`src/srtf_pkg.sv`:
```
// ----------------------------------------------------------------------------
// srtf_pkg
// Shared constants, types and codes for the shortest-remaining-time-first
// scheduler.
// ----------------------------------------------------------------------------
`default_nettype none

package srtf_pkg;

  localparam int SLOTS      = 16;
  localparam int BURST_BITS = 16;
  localparam int TIME_BITS  = 32;
  localparam int SLOT_BITS  = (SLOTS > 1) ? $clog2(SLOTS) : 1;

  localparam int SLOT_FIELD_BITS  = 4;
  localparam int BURST_FIELD_BITS = 16;

  localparam logic KIND_ARRIVE = 1'b0;
  localparam logic KIND_TICK   = 1'b1;

  typedef logic [SLOT_BITS-1:0]  idx_t;
  typedef logic [BURST_BITS-1:0] rem_t;
  typedef logic [TIME_BITS-1:0]  time_t;

  typedef struct packed {
    logic  rem_we;
    idx_t  rem_addr;
    rem_t  rem_data;
    logic  task_we;
    idx_t  task_addr;
    time_t stamp;
    rem_t  orig;
    logic  clr_occ;
    idx_t  clr_addr;
  } tbl_wr_t;

endpackage

`default_nettype wire

```
`src/srtf_if.sv`:
```
// ----------------------------------------------------------------------------
// srtf_if
// Valid/ready channels for task items and scheduler results.
// ----------------------------------------------------------------------------
`default_nettype none

interface srtf_req_if;
  import srtf_pkg::*;

  logic                        valid;
  logic                        ready;
  logic                        kind;
  logic [SLOT_FIELD_BITS-1:0]  slot;
  logic [BURST_FIELD_BITS-1:0] burst;

  modport source (output valid, kind, slot, burst, input ready);
  modport sink (input valid, kind, slot, burst, output ready);
endinterface

interface srtf_rsp_if;
  import srtf_pkg::*;

  logic                       valid;
  logic                       ready;
  logic                       busy_res;
  logic [SLOT_FIELD_BITS-1:0] running_slot;
  logic                       done_res;
  logic [SLOT_FIELD_BITS-1:0] done_slot;
  logic [TIME_BITS-1:0]       finish_time;
  logic [TIME_BITS-1:0]       turnaround;
  logic [TIME_BITS-1:0]       waiting;
  logic                       error;

  modport source (output valid, busy_res, running_slot, done_res, done_slot, finish_time,
                  turnaround, waiting, error, input ready);
  modport sink (input valid, busy_res, running_slot, done_res, done_slot, finish_time,
                turnaround, waiting, error, output ready);
endinterface

`default_nettype wire

```
`src/srtf_table.sv`:
```
// ----------------------------------------------------------------------------
// srtf_table
// Task table: remaining time, arrival stamp and original burst per slot,
// each with one write and one registered read, plus occupancy flags.
// ----------------------------------------------------------------------------
`default_nettype none

module srtf_table (
  input  logic                          clk,
  input  logic                          rst,
  input  srtf_pkg::tbl_wr_t             wr,
  input  srtf_pkg::idx_t                rem_raddr,
  input  srtf_pkg::idx_t                task_raddr,
  input  srtf_pkg::idx_t                set_addr,
  output srtf_pkg::rem_t                rem_rd,
  output srtf_pkg::time_t               stamp_rd,
  output srtf_pkg::rem_t                orig_rd,
  output logic [srtf_pkg::SLOTS-1:0]    occupied
);
  import srtf_pkg::*;

  rem_t  rem_mem   [SLOTS];
  time_t stamp_mem [SLOTS];
  rem_t  orig_mem  [SLOTS];

  always_ff @(posedge clk) begin
    if (wr.rem_we) begin
      rem_mem[wr.rem_addr] <= wr.rem_data;
    end
    rem_rd <= rem_mem[rem_raddr];
  end

  always_ff @(posedge clk) begin
    if (wr.task_we) begin
      stamp_mem[wr.task_addr] <= wr.stamp;
      orig_mem[wr.task_addr]  <= wr.orig;
    end
    stamp_rd <= stamp_mem[task_raddr];
    orig_rd  <= orig_mem[task_raddr];
  end

  always_ff @(posedge clk) begin
    if (rst) begin
      occupied <= '0;
    end else begin
      if (wr.task_we) begin
        occupied[set_addr] <= 1'b1;
      end
      if (wr.clr_occ) begin
        occupied[wr.clr_addr] <= 1'b0;
      end
    end
  end

endmodule

`default_nettype wire

```
`src/srtf_cpu_scheduler.sv`:
```
// ----------------------------------------------------------------------------
// srtf_cpu_scheduler
// Preemptive shortest-remaining-time-first scheduler over a table of task
// slots.
// ----------------------------------------------------------------------------
// An arrival or a tick that does not finish a task is accepted and updated in
// the idle state, and its result is loaded into the output register from the
// output state once that register is free. A tick that finishes a task goes on
// through more states: it reads the arrival stamp and burst and forms
// turnaround and then waiting time, scans the slots one by one for the least
// remaining time through the single read port of the task table, dispatches
// the winner and loads the result. The input is not ready while an item is in
// progress; a result waiting in the output register does not hold up the next
// transfer on the input side.
`default_nettype none

module srtf_cpu_scheduler (
  input  logic            clk,
  input  logic            rst,
  srtf_req_if.sink        req,
  srtf_rsp_if.source      rsp
);
  import srtf_pkg::*;

  localparam logic [2:0] S_IDLE = 3'd0;
  localparam logic [2:0] S_FIN1 = 3'd1;
  localparam logic [2:0] S_FIN2 = 3'd2;
  localparam logic [2:0] S_SCAN = 3'd3;
  localparam logic [2:0] S_PICK = 3'd4;
  localparam logic [2:0] S_OUT  = 3'd5;

  localparam logic [31:0] BURST_MAX = 32'((64'd1 << BURST_BITS) - 64'd1);

  logic [2:0]       state;
  time_t            cur_time;
  idx_t             run_idx;
  rem_t             run_rem;
  logic             run_valid;

  logic             done_q;
  logic             err_q;
  idx_t             done_slot_q;
  time_t            fin_q;
  time_t            tat_q;
  time_t            wt_q;

  idx_t             scan_idx;
  rem_t             best_rem;
  idx_t             best_idx;
  logic             found;

  logic             out_valid;
  logic             out_load;
  logic             out_busy;
  logic [SLOT_FIELD_BITS-1:0] out_run_slot;
  logic             out_done;
  logic [SLOT_FIELD_BITS-1:0] out_done_slot;
  time_t            out_fin;
  time_t            out_tat;
  time_t            out_wt;
  logic             out_err;

  tbl_wr_t          wr;
  idx_t             rem_raddr;
  rem_t             rem_rd;
  time_t            stamp_rd;
  rem_t             orig_rd;
  logic [SLOTS-1:0] occupied;

  logic             accept;
  idx_t             slot_idx;
  logic             slot_ok;
  logic [31:0]      burst_wide;
  rem_t             burst_sat;
  logic             arrive_ok;
  logic             preempt;
  logic             finishing;

  assign req.ready  = (state == S_IDLE);
  assign accept     = req.valid && req.ready;
  assign out_load   = (state == S_OUT) && (!out_valid || rsp.ready);

  assign slot_idx   = idx_t'(req.slot);
  assign slot_ok    = (32'(req.slot) < 32'(SLOTS));
  assign burst_wide = 32'(req.burst);
  assign burst_sat  = rem_t'((burst_wide > BURST_MAX) ? BURST_MAX : burst_wide);
  assign arrive_ok  = (burst_sat != '0) && slot_ok && !occupied[slot_idx];
  assign preempt    = run_valid && (burst_sat < run_rem);
  assign finishing  = run_valid && (run_rem == rem_t'(1));

  always_comb begin
    wr           = '0;
    wr.task_addr = slot_idx;
    wr.stamp     = cur_time;
    wr.orig      = burst_sat;
    wr.clr_addr  = run_idx;
    if (preempt) begin
      wr.rem_addr = run_idx;
      wr.rem_data = run_rem;
    end else begin
      wr.rem_addr = slot_idx;
      wr.rem_data = burst_sat;
    end
    if (accept && (req.kind == KIND_ARRIVE) && arrive_ok) begin
      wr.rem_we  = 1'b1;
      wr.task_we = 1'b1;
    end
    if (accept && (req.kind == KIND_TICK) && finishing) begin
      wr.clr_occ = 1'b1;
    end
  end

  assign rem_raddr = (state == S_SCAN) ? idx_t'(scan_idx + idx_t'(1)) : '0;

  srtf_table u_table (
    .clk        (clk),
    .rst        (rst),
    .wr         (wr),
    .rem_raddr  (rem_raddr),
    .task_raddr (run_idx),
    .set_addr   (slot_idx),
    .rem_rd     (rem_rd),
    .stamp_rd   (stamp_rd),
    .orig_rd    (orig_rd),
    .occupied   (occupied)
  );

  always_ff @(posedge clk) begin
    if (rst) begin
      state     <= S_IDLE;
      cur_time  <= '0;
      run_idx   <= '0;
      run_rem   <= '0;
      run_valid <= 1'b0;
    end else begin
      unique case (state)
        S_IDLE: begin
          if (accept) begin
            tat_q <= '0;
            wt_q  <= '0;
            if (req.kind == KIND_ARRIVE) begin
              done_q      <= 1'b0;
              done_slot_q <= '0;
              fin_q       <= '0;
              err_q       <= !arrive_ok;
              state       <= S_OUT;
              if (arrive_ok && (!run_valid || preempt)) begin
                run_valid <= 1'b1;
                run_idx   <= slot_idx;
                run_rem   <= burst_sat;
              end
            end else begin
              err_q    <= 1'b0;
              cur_time <= cur_time + time_t'(1);
              if (run_valid) begin
                run_rem <= run_rem - rem_t'(1);
              end
              if (finishing) begin
                done_q      <= 1'b1;
                done_slot_q <= run_idx;
                fin_q       <= cur_time + time_t'(1);
                state       <= S_FIN1;
              end else begin
                done_q      <= 1'b0;
                done_slot_q <= '0;
                fin_q       <= '0;
                state       <= S_OUT;
              end
            end
          end
        end
        S_FIN1: begin
          tat_q <= fin_q - stamp_rd;
          state <= S_FIN2;
        end
        S_FIN2: begin
          wt_q     <= tat_q - time_t'(orig_rd);
          scan_idx <= '0;
          found    <= 1'b0;
          state    <= S_SCAN;
        end
        S_SCAN: begin
          if (occupied[scan_idx] && (!found || (rem_rd < best_rem))) begin
            found    <= 1'b1;
            best_rem <= rem_rd;
            best_idx <= scan_idx;
          end
          if (scan_idx == idx_t'(SLOTS - 1)) begin
            state <= S_PICK;
          end else begin
            scan_idx <= scan_idx + idx_t'(1);
          end
        end
        S_PICK: begin
          run_valid <= found;
          run_idx   <= found ? best_idx : '0;
          run_rem   <= found ? best_rem : '0;
          state     <= S_OUT;
        end
        S_OUT: begin
          if (out_load) begin
            state <= S_IDLE;
          end
        end
        default: begin
          state <= S_IDLE;
        end
      endcase
    end
  end

  always_ff @(posedge clk) begin
    if (rst) begin
      out_valid <= 1'b0;
    end else if (out_load) begin
      out_valid <= 1'b1;
    end else if (rsp.ready) begin
      out_valid <= 1'b0;
    end
  end

  always_ff @(posedge clk) begin
    if (out_load) begin
      out_busy      <= run_valid;
      out_run_slot  <= run_valid ? SLOT_FIELD_BITS'(run_idx) : '0;
      out_done      <= done_q;
      out_done_slot <= SLOT_FIELD_BITS'(done_slot_q);
      out_fin       <= fin_q;
      out_tat       <= tat_q;
      out_wt        <= wt_q;
      out_err       <= err_q;
    end
  end

  assign rsp.valid        = out_valid;
  assign rsp.busy_res     = out_busy;
  assign rsp.running_slot = out_run_slot;
  assign rsp.done_res     = out_done;
  assign rsp.done_slot    = out_done_slot;
  assign rsp.finish_time  = out_fin;
  assign rsp.turnaround   = out_tat;
  assign rsp.waiting      = out_wt;
  assign rsp.error        = out_err;

endmodule

`default_nettype wire

```
`src/flat_wrapper.sv`:
```
// flat-port wrapper written by rule: the top's interface ports become plain ports
module srtf_cpu_scheduler_flat import srtf_pkg::*;
  (clk, rst, req_valid, req_kind, req_slot, req_burst, req_ready, rsp_valid, rsp_busy_res, rsp_running_slot, rsp_done_res, rsp_done_slot, rsp_finish_time, rsp_turnaround, rsp_waiting, rsp_error, rsp_ready);
  srtf_req_if req_i ();
  srtf_rsp_if rsp_i ();
  input  logic clk;
  input  logic rst;
  input wire logic [$bits(req_i.valid)-1:0] req_valid;
  input wire logic [$bits(req_i.kind)-1:0] req_kind;
  input wire logic [$bits(req_i.slot)-1:0] req_slot;
  input wire logic [$bits(req_i.burst)-1:0] req_burst;
  output wire logic [$bits(req_i.ready)-1:0] req_ready;
  output wire logic [$bits(rsp_i.valid)-1:0] rsp_valid;
  output wire logic [$bits(rsp_i.busy_res)-1:0] rsp_busy_res;
  output wire logic [$bits(rsp_i.running_slot)-1:0] rsp_running_slot;
  output wire logic [$bits(rsp_i.done_res)-1:0] rsp_done_res;
  output wire logic [$bits(rsp_i.done_slot)-1:0] rsp_done_slot;
  output wire logic [$bits(rsp_i.finish_time)-1:0] rsp_finish_time;
  output wire logic [$bits(rsp_i.turnaround)-1:0] rsp_turnaround;
  output wire logic [$bits(rsp_i.waiting)-1:0] rsp_waiting;
  output wire logic [$bits(rsp_i.error)-1:0] rsp_error;
  input wire logic [$bits(rsp_i.ready)-1:0] rsp_ready;
  assign req_i.valid = req_valid;
  assign req_i.kind = req_kind;
  assign req_i.slot = req_slot;
  assign req_i.burst = req_burst;
  assign req_ready = req_i.ready;
  assign rsp_valid = rsp_i.valid;
  assign rsp_busy_res = rsp_i.busy_res;
  assign rsp_running_slot = rsp_i.running_slot;
  assign rsp_done_res = rsp_i.done_res;
  assign rsp_done_slot = rsp_i.done_slot;
  assign rsp_finish_time = rsp_i.finish_time;
  assign rsp_turnaround = rsp_i.turnaround;
  assign rsp_waiting = rsp_i.waiting;
  assign rsp_error = rsp_i.error;
  assign rsp_i.ready = rsp_ready;
  srtf_cpu_scheduler u_core (.clk(clk), .rst(rst), .req(req_i), .rsp(rsp_i));
endmodule
```
`config.mk`:
```
export PLATFORM = sky130hd
export DESIGN_NAME = srtf_cpu_scheduler_flat
export DESIGN_NICKNAME = d
export VERILOG_FILES = /design/src/srtf_pkg.sv /design/src/srtf_if.sv /design/src/srtf_table.sv /design/src/srtf_cpu_scheduler.sv /design/src/flat_wrapper.sv
export SDC_FILE = /design/constraint.sdc
export NUM_CORES = 2
export LEC_CHECK = 0
export BUFFER_PORTS_ARGS = -buffer_cell sky130_fd_sc_hd__buf_2
export CAP_MARGIN = 10
export CELL_PAD_IN_SITES_DETAIL_PLACEMENT = 1
export CELL_PAD_IN_SITES_GLOBAL_PLACEMENT = 1
export CORE_ASPECT_RATIO = 0.75
export CORE_MARGIN = 2
export CORE_UTILIZATION = 48
export CTS_BUF_LIST = sky130_fd_sc_hd__clkbuf_8 sky130_fd_sc_hd__clkbuf_16
export CTS_CLUSTER_DIAMETER = 150
export DETAILED_ROUTE_END_ITERATION = 16
export HOLD_SLACK_MARGIN = 0.06
export PLACE_DENSITY_LB_ADDON = 0.3
export SLEW_MARGIN = 20
export SYNTH_ARGS = -nofsm -noshare
export SYNTH_HDL_FRONTEND = slang
export SYNTH_HIERARCHICAL = 1
export SYNTH_SLANG_ARGS = --single-unit
```
`constraint.sdc`:
```
create_clock -name clk -period 18.29 [get_ports clk]
set_input_delay 1.829 -clock clk [delete_from_list [all_inputs] [get_ports clk]]
set_output_delay 1.829 -clock clk [all_outputs]
set_load 0.005 [all_outputs]
```
; ---- Yosys cells after proc, flatten, opt, wreduce, memory -nomap -nowiden
; Memory sizes are Yosys's and may differ from the RTL's. A register that Yosys moved wholly into a read port is not among the register bits.
; Cells that the tools add are included.
[word_totals]
in_bits = 25
ff_bits = 307
memories = 3
output_inout_bits = 109
wordCells = 150
mem_bits_rw = 1024
[classes]
bitwise_logic = 5
addsub = 5
reduce_logical = 39
eq_ne = 16
n_mux = 49
order_cmp = 8
[memory_table]
columns = name, words, word_bits, rd, rd_clocked_by_memory_dff, wr, line_no
row1 = u_core.u_table.stamp_mem, 16, 32, 1, 1, 1, srtf_table.sv:23  ; time_t stamp_mem [SLOTS];
row2 = u_core.u_table.orig_mem, 16, 16, 1, 1, 1, srtf_table.sv:24  ; rem_t orig_mem [SLOTS];
row3 = u_core.u_table.rem_mem, 16, 16, 1, 1, 1, srtf_table.sv:22  ; rem_t rem_mem [SLOTS];
[ops]
columns = operator, count
row1 = two-way mux 16 bit, 9
row2 = one-hot mux 32 bit (2 select lines), 2
row3 = adder 32 x 1 -> 32 bit (second input constant), 1
row4 = < comparator 16 bit, 2
row5 = two-way mux 32 bit, 1
row6 = one-hot mux 16 bit (2 select lines), 1
row7 = subtractor 32 x 16 -> 32 bit, 1
row8 = subtractor 32 bit, 1
row9 = two-way mux 4 bit, 6
row10 = AND reduction 3 bit, 8
row11 = two-way mux 20 bit, 1
row12 = one-hot mux 3 bit (6 select lines), 1
row13 = bitwise AND 16 bit, 1
row14 = equality test 16 x 1 -> 1 bit (second input constant), 1
row15 = > comparator 16 bit (second input constant), 1
row16 = inverter 16 bit, 1
row17 = bitwise OR 16 bit, 1
row18 = one-hot mux 4 bit (2 select lines), 2
row19 = nonzero test 16 bit, 1
row20 = subtractor 16 x 1 -> 16 bit (second input constant), 1
row21 = < comparator 4 x 5 -> 1 bit (second input constant), 3
row22 = two-way mux 1 bit, 15
row23 = two-way mux 3 bit, 5
row24 = logical AND 1 bit, 13
row25 = 19 further kinds, 43

; ---- Logic depth before layout (Yosys ltp)
[depth]
ltp_word = 10
depth_mapped = 11
ltp_nobuf = 10

; ---- Modules after synthesis
; The synthesis kept the hierarchy.
[by_module_without_submodules]
columns = module, seq_area_each_um2, cells_per_inst, n_inst, area_per_inst_um2
row1 = srtf_table, 32351.0, 1742, 1, 40301.2
row2 = srtf_cpu_scheduler, 8167.8, 1453, 1, 15477.3

; ---- Worst setup path before layout
; Ideal clock, no wire load.
[synth_timing]
path_type = input port to flip-flop
from = in req_slot[0]
to = mem u_core/u_table/orig_mem[0][0] (netlist name), enable pin
cell_stages = 8
required_time_ns = 17.777
arrival_ns = 7.947
setup_time_ns = 0.513
path_slack_ns = 9.829
path_buffers = 1
cell_sequence = buf_2 mux4_2 mux4_2 a41oi_2 nand3b_1 nor4_1 or3b_2 nor3_1
[synth_lines]
columns = item, line_no
row1 = "start, declared", flat_wrapper.sv:10  ; input wire logic [$bits(req_i.slot)-1:0] req_slot;
row2 = "end, declared", srtf_table.sv:24

==> run summary <==
Status: completed
Share of cells above drive strength 1: 21.3%
Nature of the critical path startpoint: input port
FF-to-FF setup slack: 13950 ps
Max-Cap Viols: 0
Number of flops mapped to enable cells by yosys: 1258
CTS tree: yes
Via count: 31300
Post-synth top area cell: edfxtp_1
Max stage delay cell, worst path: buf_4
WL/cell: 29.9 um
Leakage Power: 21.3 nW
# H-tree levels: 4
Ys async rst share: 0%
Residual DRC: 0
Num rows: 108
FF-to-FF End: u_core/u_table/rem_rd[2]
First-pass GRT wire length: 220000 um
Detailed-router iteration count before antenna repair: 5
Initial core utilization: 48.3%
Post-Synthesis Mean Instance Area: 17.5 um2
Combinational Power Share: 13.6%
Critical-path maximum fanout: 48
Top-count cell post-synth: edfxtp_1
Total CTS buffers: 135
Clock sinks: 1395
Core area: 0.116 mm2
Final instance area: 0.0630 mm2
Placement Cell Area: 0.0584 mm2
RSZ-0062 raised after global routing: no
Ys flop type: edfxtp_1
Power Internal: 5.55 mW
Root Driver: clkbuf_16
Fmax: 0.190 GHz
Vias in the first global route: 31800
Worst setup EP type: flop
WP data required: 18690 ps
Clock Path Buffers: 3
Met2 WL: 67500 um
Die Y: 299 um
Synthesized area: 0.0558 mm2
Final worst-path cycle share: 28.8%
Number of setup buffers added after CTS: 0
Hold Path Class: flop to flop
Distinct cell type count after synthesis: 68
DRT iter0 DRCs: 3822
Clock latency on the worst-skew pair: 790 ps
CP Cell Sequence: buf_2 -> mux4_2 -> mux4_2 -> a41oi_2 -> nand3b_1 -> nor4_4 -> or3b_2 -> nor2_4 -> buf_4
Synth Register Bits: 1395
M1 WL: 67100 um
PwrDens: 120 mW/mm2
Fillcell total: 10500
Worst path most repeated cell: mux4_2
Storage cell area: 0.0405 mm2
Mapped Cells: 3195
Final HPWL DP: 95500 um
Multi-input combinational cell area: 0.0145 mm2
Area fraction of the dominant cell type after synthesis: 67.7%
Horiz. Die Dim: 398 um
Final Skew: 50.5 ps
Die area: 0.119 mm2
GPL Wtd Cong: 0.877
Final setup fails: 0
Area delta synth->final: 12.9%
I/O Buffers: 133
GRT overflow: 0
IO Pins: 134
Synth Warn #: 6
FF-to-FF Start: u_core/state[1]
Met3 wire length: 13200 um
Min Clock Period, post-route: 5260 ps
Clk network pwr share: 37.5%
Fin. Hold Viols: 0
Initial antenna violation count: 8
Sequential fraction of the synthesis area: 72.6%
Worst setup path start: req_slot[0]
Max VDD drop: 0.0974 mV
Post-route setup TNS: 0 ps
Top Layer Used: met5
End of the critical path: u_core/u_table/orig_mem[1][9]
Final net count: 3487
Synth top area cells: edfxtp_1 68%, mux4_2 11%, dfxtp_1 4.9%, ha_1 1.8%, a22oi_1 1.7%
Sw power: 2.03 mW
Slew margin rel.: 25.8%
Seq pwr share: 48.9%
Synth top cells by count: 1258 x edfxtp_1, 266 x mux4_2, 183 x nor2_1
Worst Tran Pin Value: 1110 ps
Final slew viol count: 0
Critical path type: input port to flop
Synth Net Count: 3303
Net Sw Frac: 26.8%
GRT Util Overall: 25.4%
Max incr delay on CP: 640 ps
Final ANT Viol Nets: 0
Cts repair resizes: 0
Via density: 6.22
Crit path DAT: 5660 ps
Clock transition at path regs: 70 ps
Pin count of the biggest net entering global routing: 110
R2r worst-path depth: 7
CTS Hold Bufs: 0
WL final: 150000 um
-- cell type report --
cell class,count,area share (%)
antenna,2,0.00795
clock buffer,143,5.54
clock inverter,107,1.65
inverter,103,0.614
multi-input combinational,1549,22.9
sequential,1395,64.4
tap,1540,3.06
timing repair buffer,195,1.83
-- how the worst min path moves through the flow --
stage | cells after the start | endpoint | start
after floorplan | 0 | u_core/best_rem[0] | u_core/u_table/rem_rd[0]
after global placement | 0 | u_core/rsp.waiting[20] | u_core/wt_q[20]
after detailed placement | 0 | u_core/rsp.done_slot[1] | u_core/done_slot_q[1]
after CTS | 0 | u_core/rsp.done_slot[2] | u_core/done_slot_q[2]
after global routing | 0 | u_core/rsp.waiting[1] | u_core/wt_q[1]
final | 0 | u_core/rsp.waiting[24] | u_core/wt_q[24]
-- kinds of logic after synthesis --
| logic type | count (synthesis) | synth area share [%] |
|---|---|---|
| muxes | 292 | 11.3 |
| adders and majority gates | 83 | 1.89 |
| AOI/OAI and AO/OA | 450 | 5.46 |
| xor gates and xnor gates | 94 | 1.48 |
| DFF | 1395 | 72.6 |
| buffers and inverters | 251 | 1.88 |
| and+or+nand+nor | 630 | 5.40 |
-- state kept, by name, summed over array words and instances, names as in the netlist, 16 cells and up --
register and cells:
u_core/rsp.waiting 32, u_core/u_table/orig_rd 16, u_core/u_table/rem_mem 256, u_core/u_table/occupied 16, u_core/best_rem 16, u_core/rsp.turnaround 32
u_core/run_rem 16, u_core/tat_q 32, u_core/wt_q 32, u_core/u_table/orig_mem 256, u_core/rsp.finish_time 32, u_core/cur_time 32
u_core/u_table/stamp_mem 512, u_core/u_table/rem_rd 16, u_core/fin_q 32, u_core/u_table/stamp_rd 32
-- metal layers --
| layer | global-route usage, % | up-vias |
|---|---|---|
| li1 | - | 13100 |
| met1 | 39.3 | 16600 |
| met2 | 37.7 | 1447 |
| met3 | 4.96 | 179 |
| met4 | 5.42 | 4 |
| met5 | 0 | - |
-- power groups by stage --
stage	clock [mW]	sequential, mW	combinational [mW]
final	2.84	3.70	1.03
after global routing	2.99	3.71	1.11
after CTS	2.88	3.70	1.02
after detailed placement	0	3.77	1.01
after global placement	0	3.76	0.974
after floorplan	0	3.72	0.677
-- worst max-delay path, delay by kind of cell --
kind                   cells  cell delay [ps]
and+or+nand+nor            4             1340
muxes                      2             1100
buffers and inverters      2             1060
AOI/OAI and AO/OA          1              210
-- layout by cell type, fill, tap and decap left out, types with 60 or more instances in the layout --
master	n
buf_4	60
o21ai_0	61
mux4_2	266
dfxtp_1	135
ha_1	81
buf_2	132
xnor2_1	63
a22oi_1	128
edfxtp_1	1258
nor2_1	167
a21oi_1	93
inv_1	137
nand2_1	162
clkbuf_16	135
-- stage by stage --
step	total power, mW	hold slack (ps)	std cells	util, %	setup slack [ps]
floorplan	4.40	400	3195	-	9830
detailed placement	4.78	406	4781	50.6	12340
finish	7.58	416	5034	54.5	13030
CTS	7.61	419	5031	54.5	13110
global route	7.82	426	5032	54.5	12880
global placement	4.74	401	4781	50.6	12370
(Power assumes the default switching activity.)
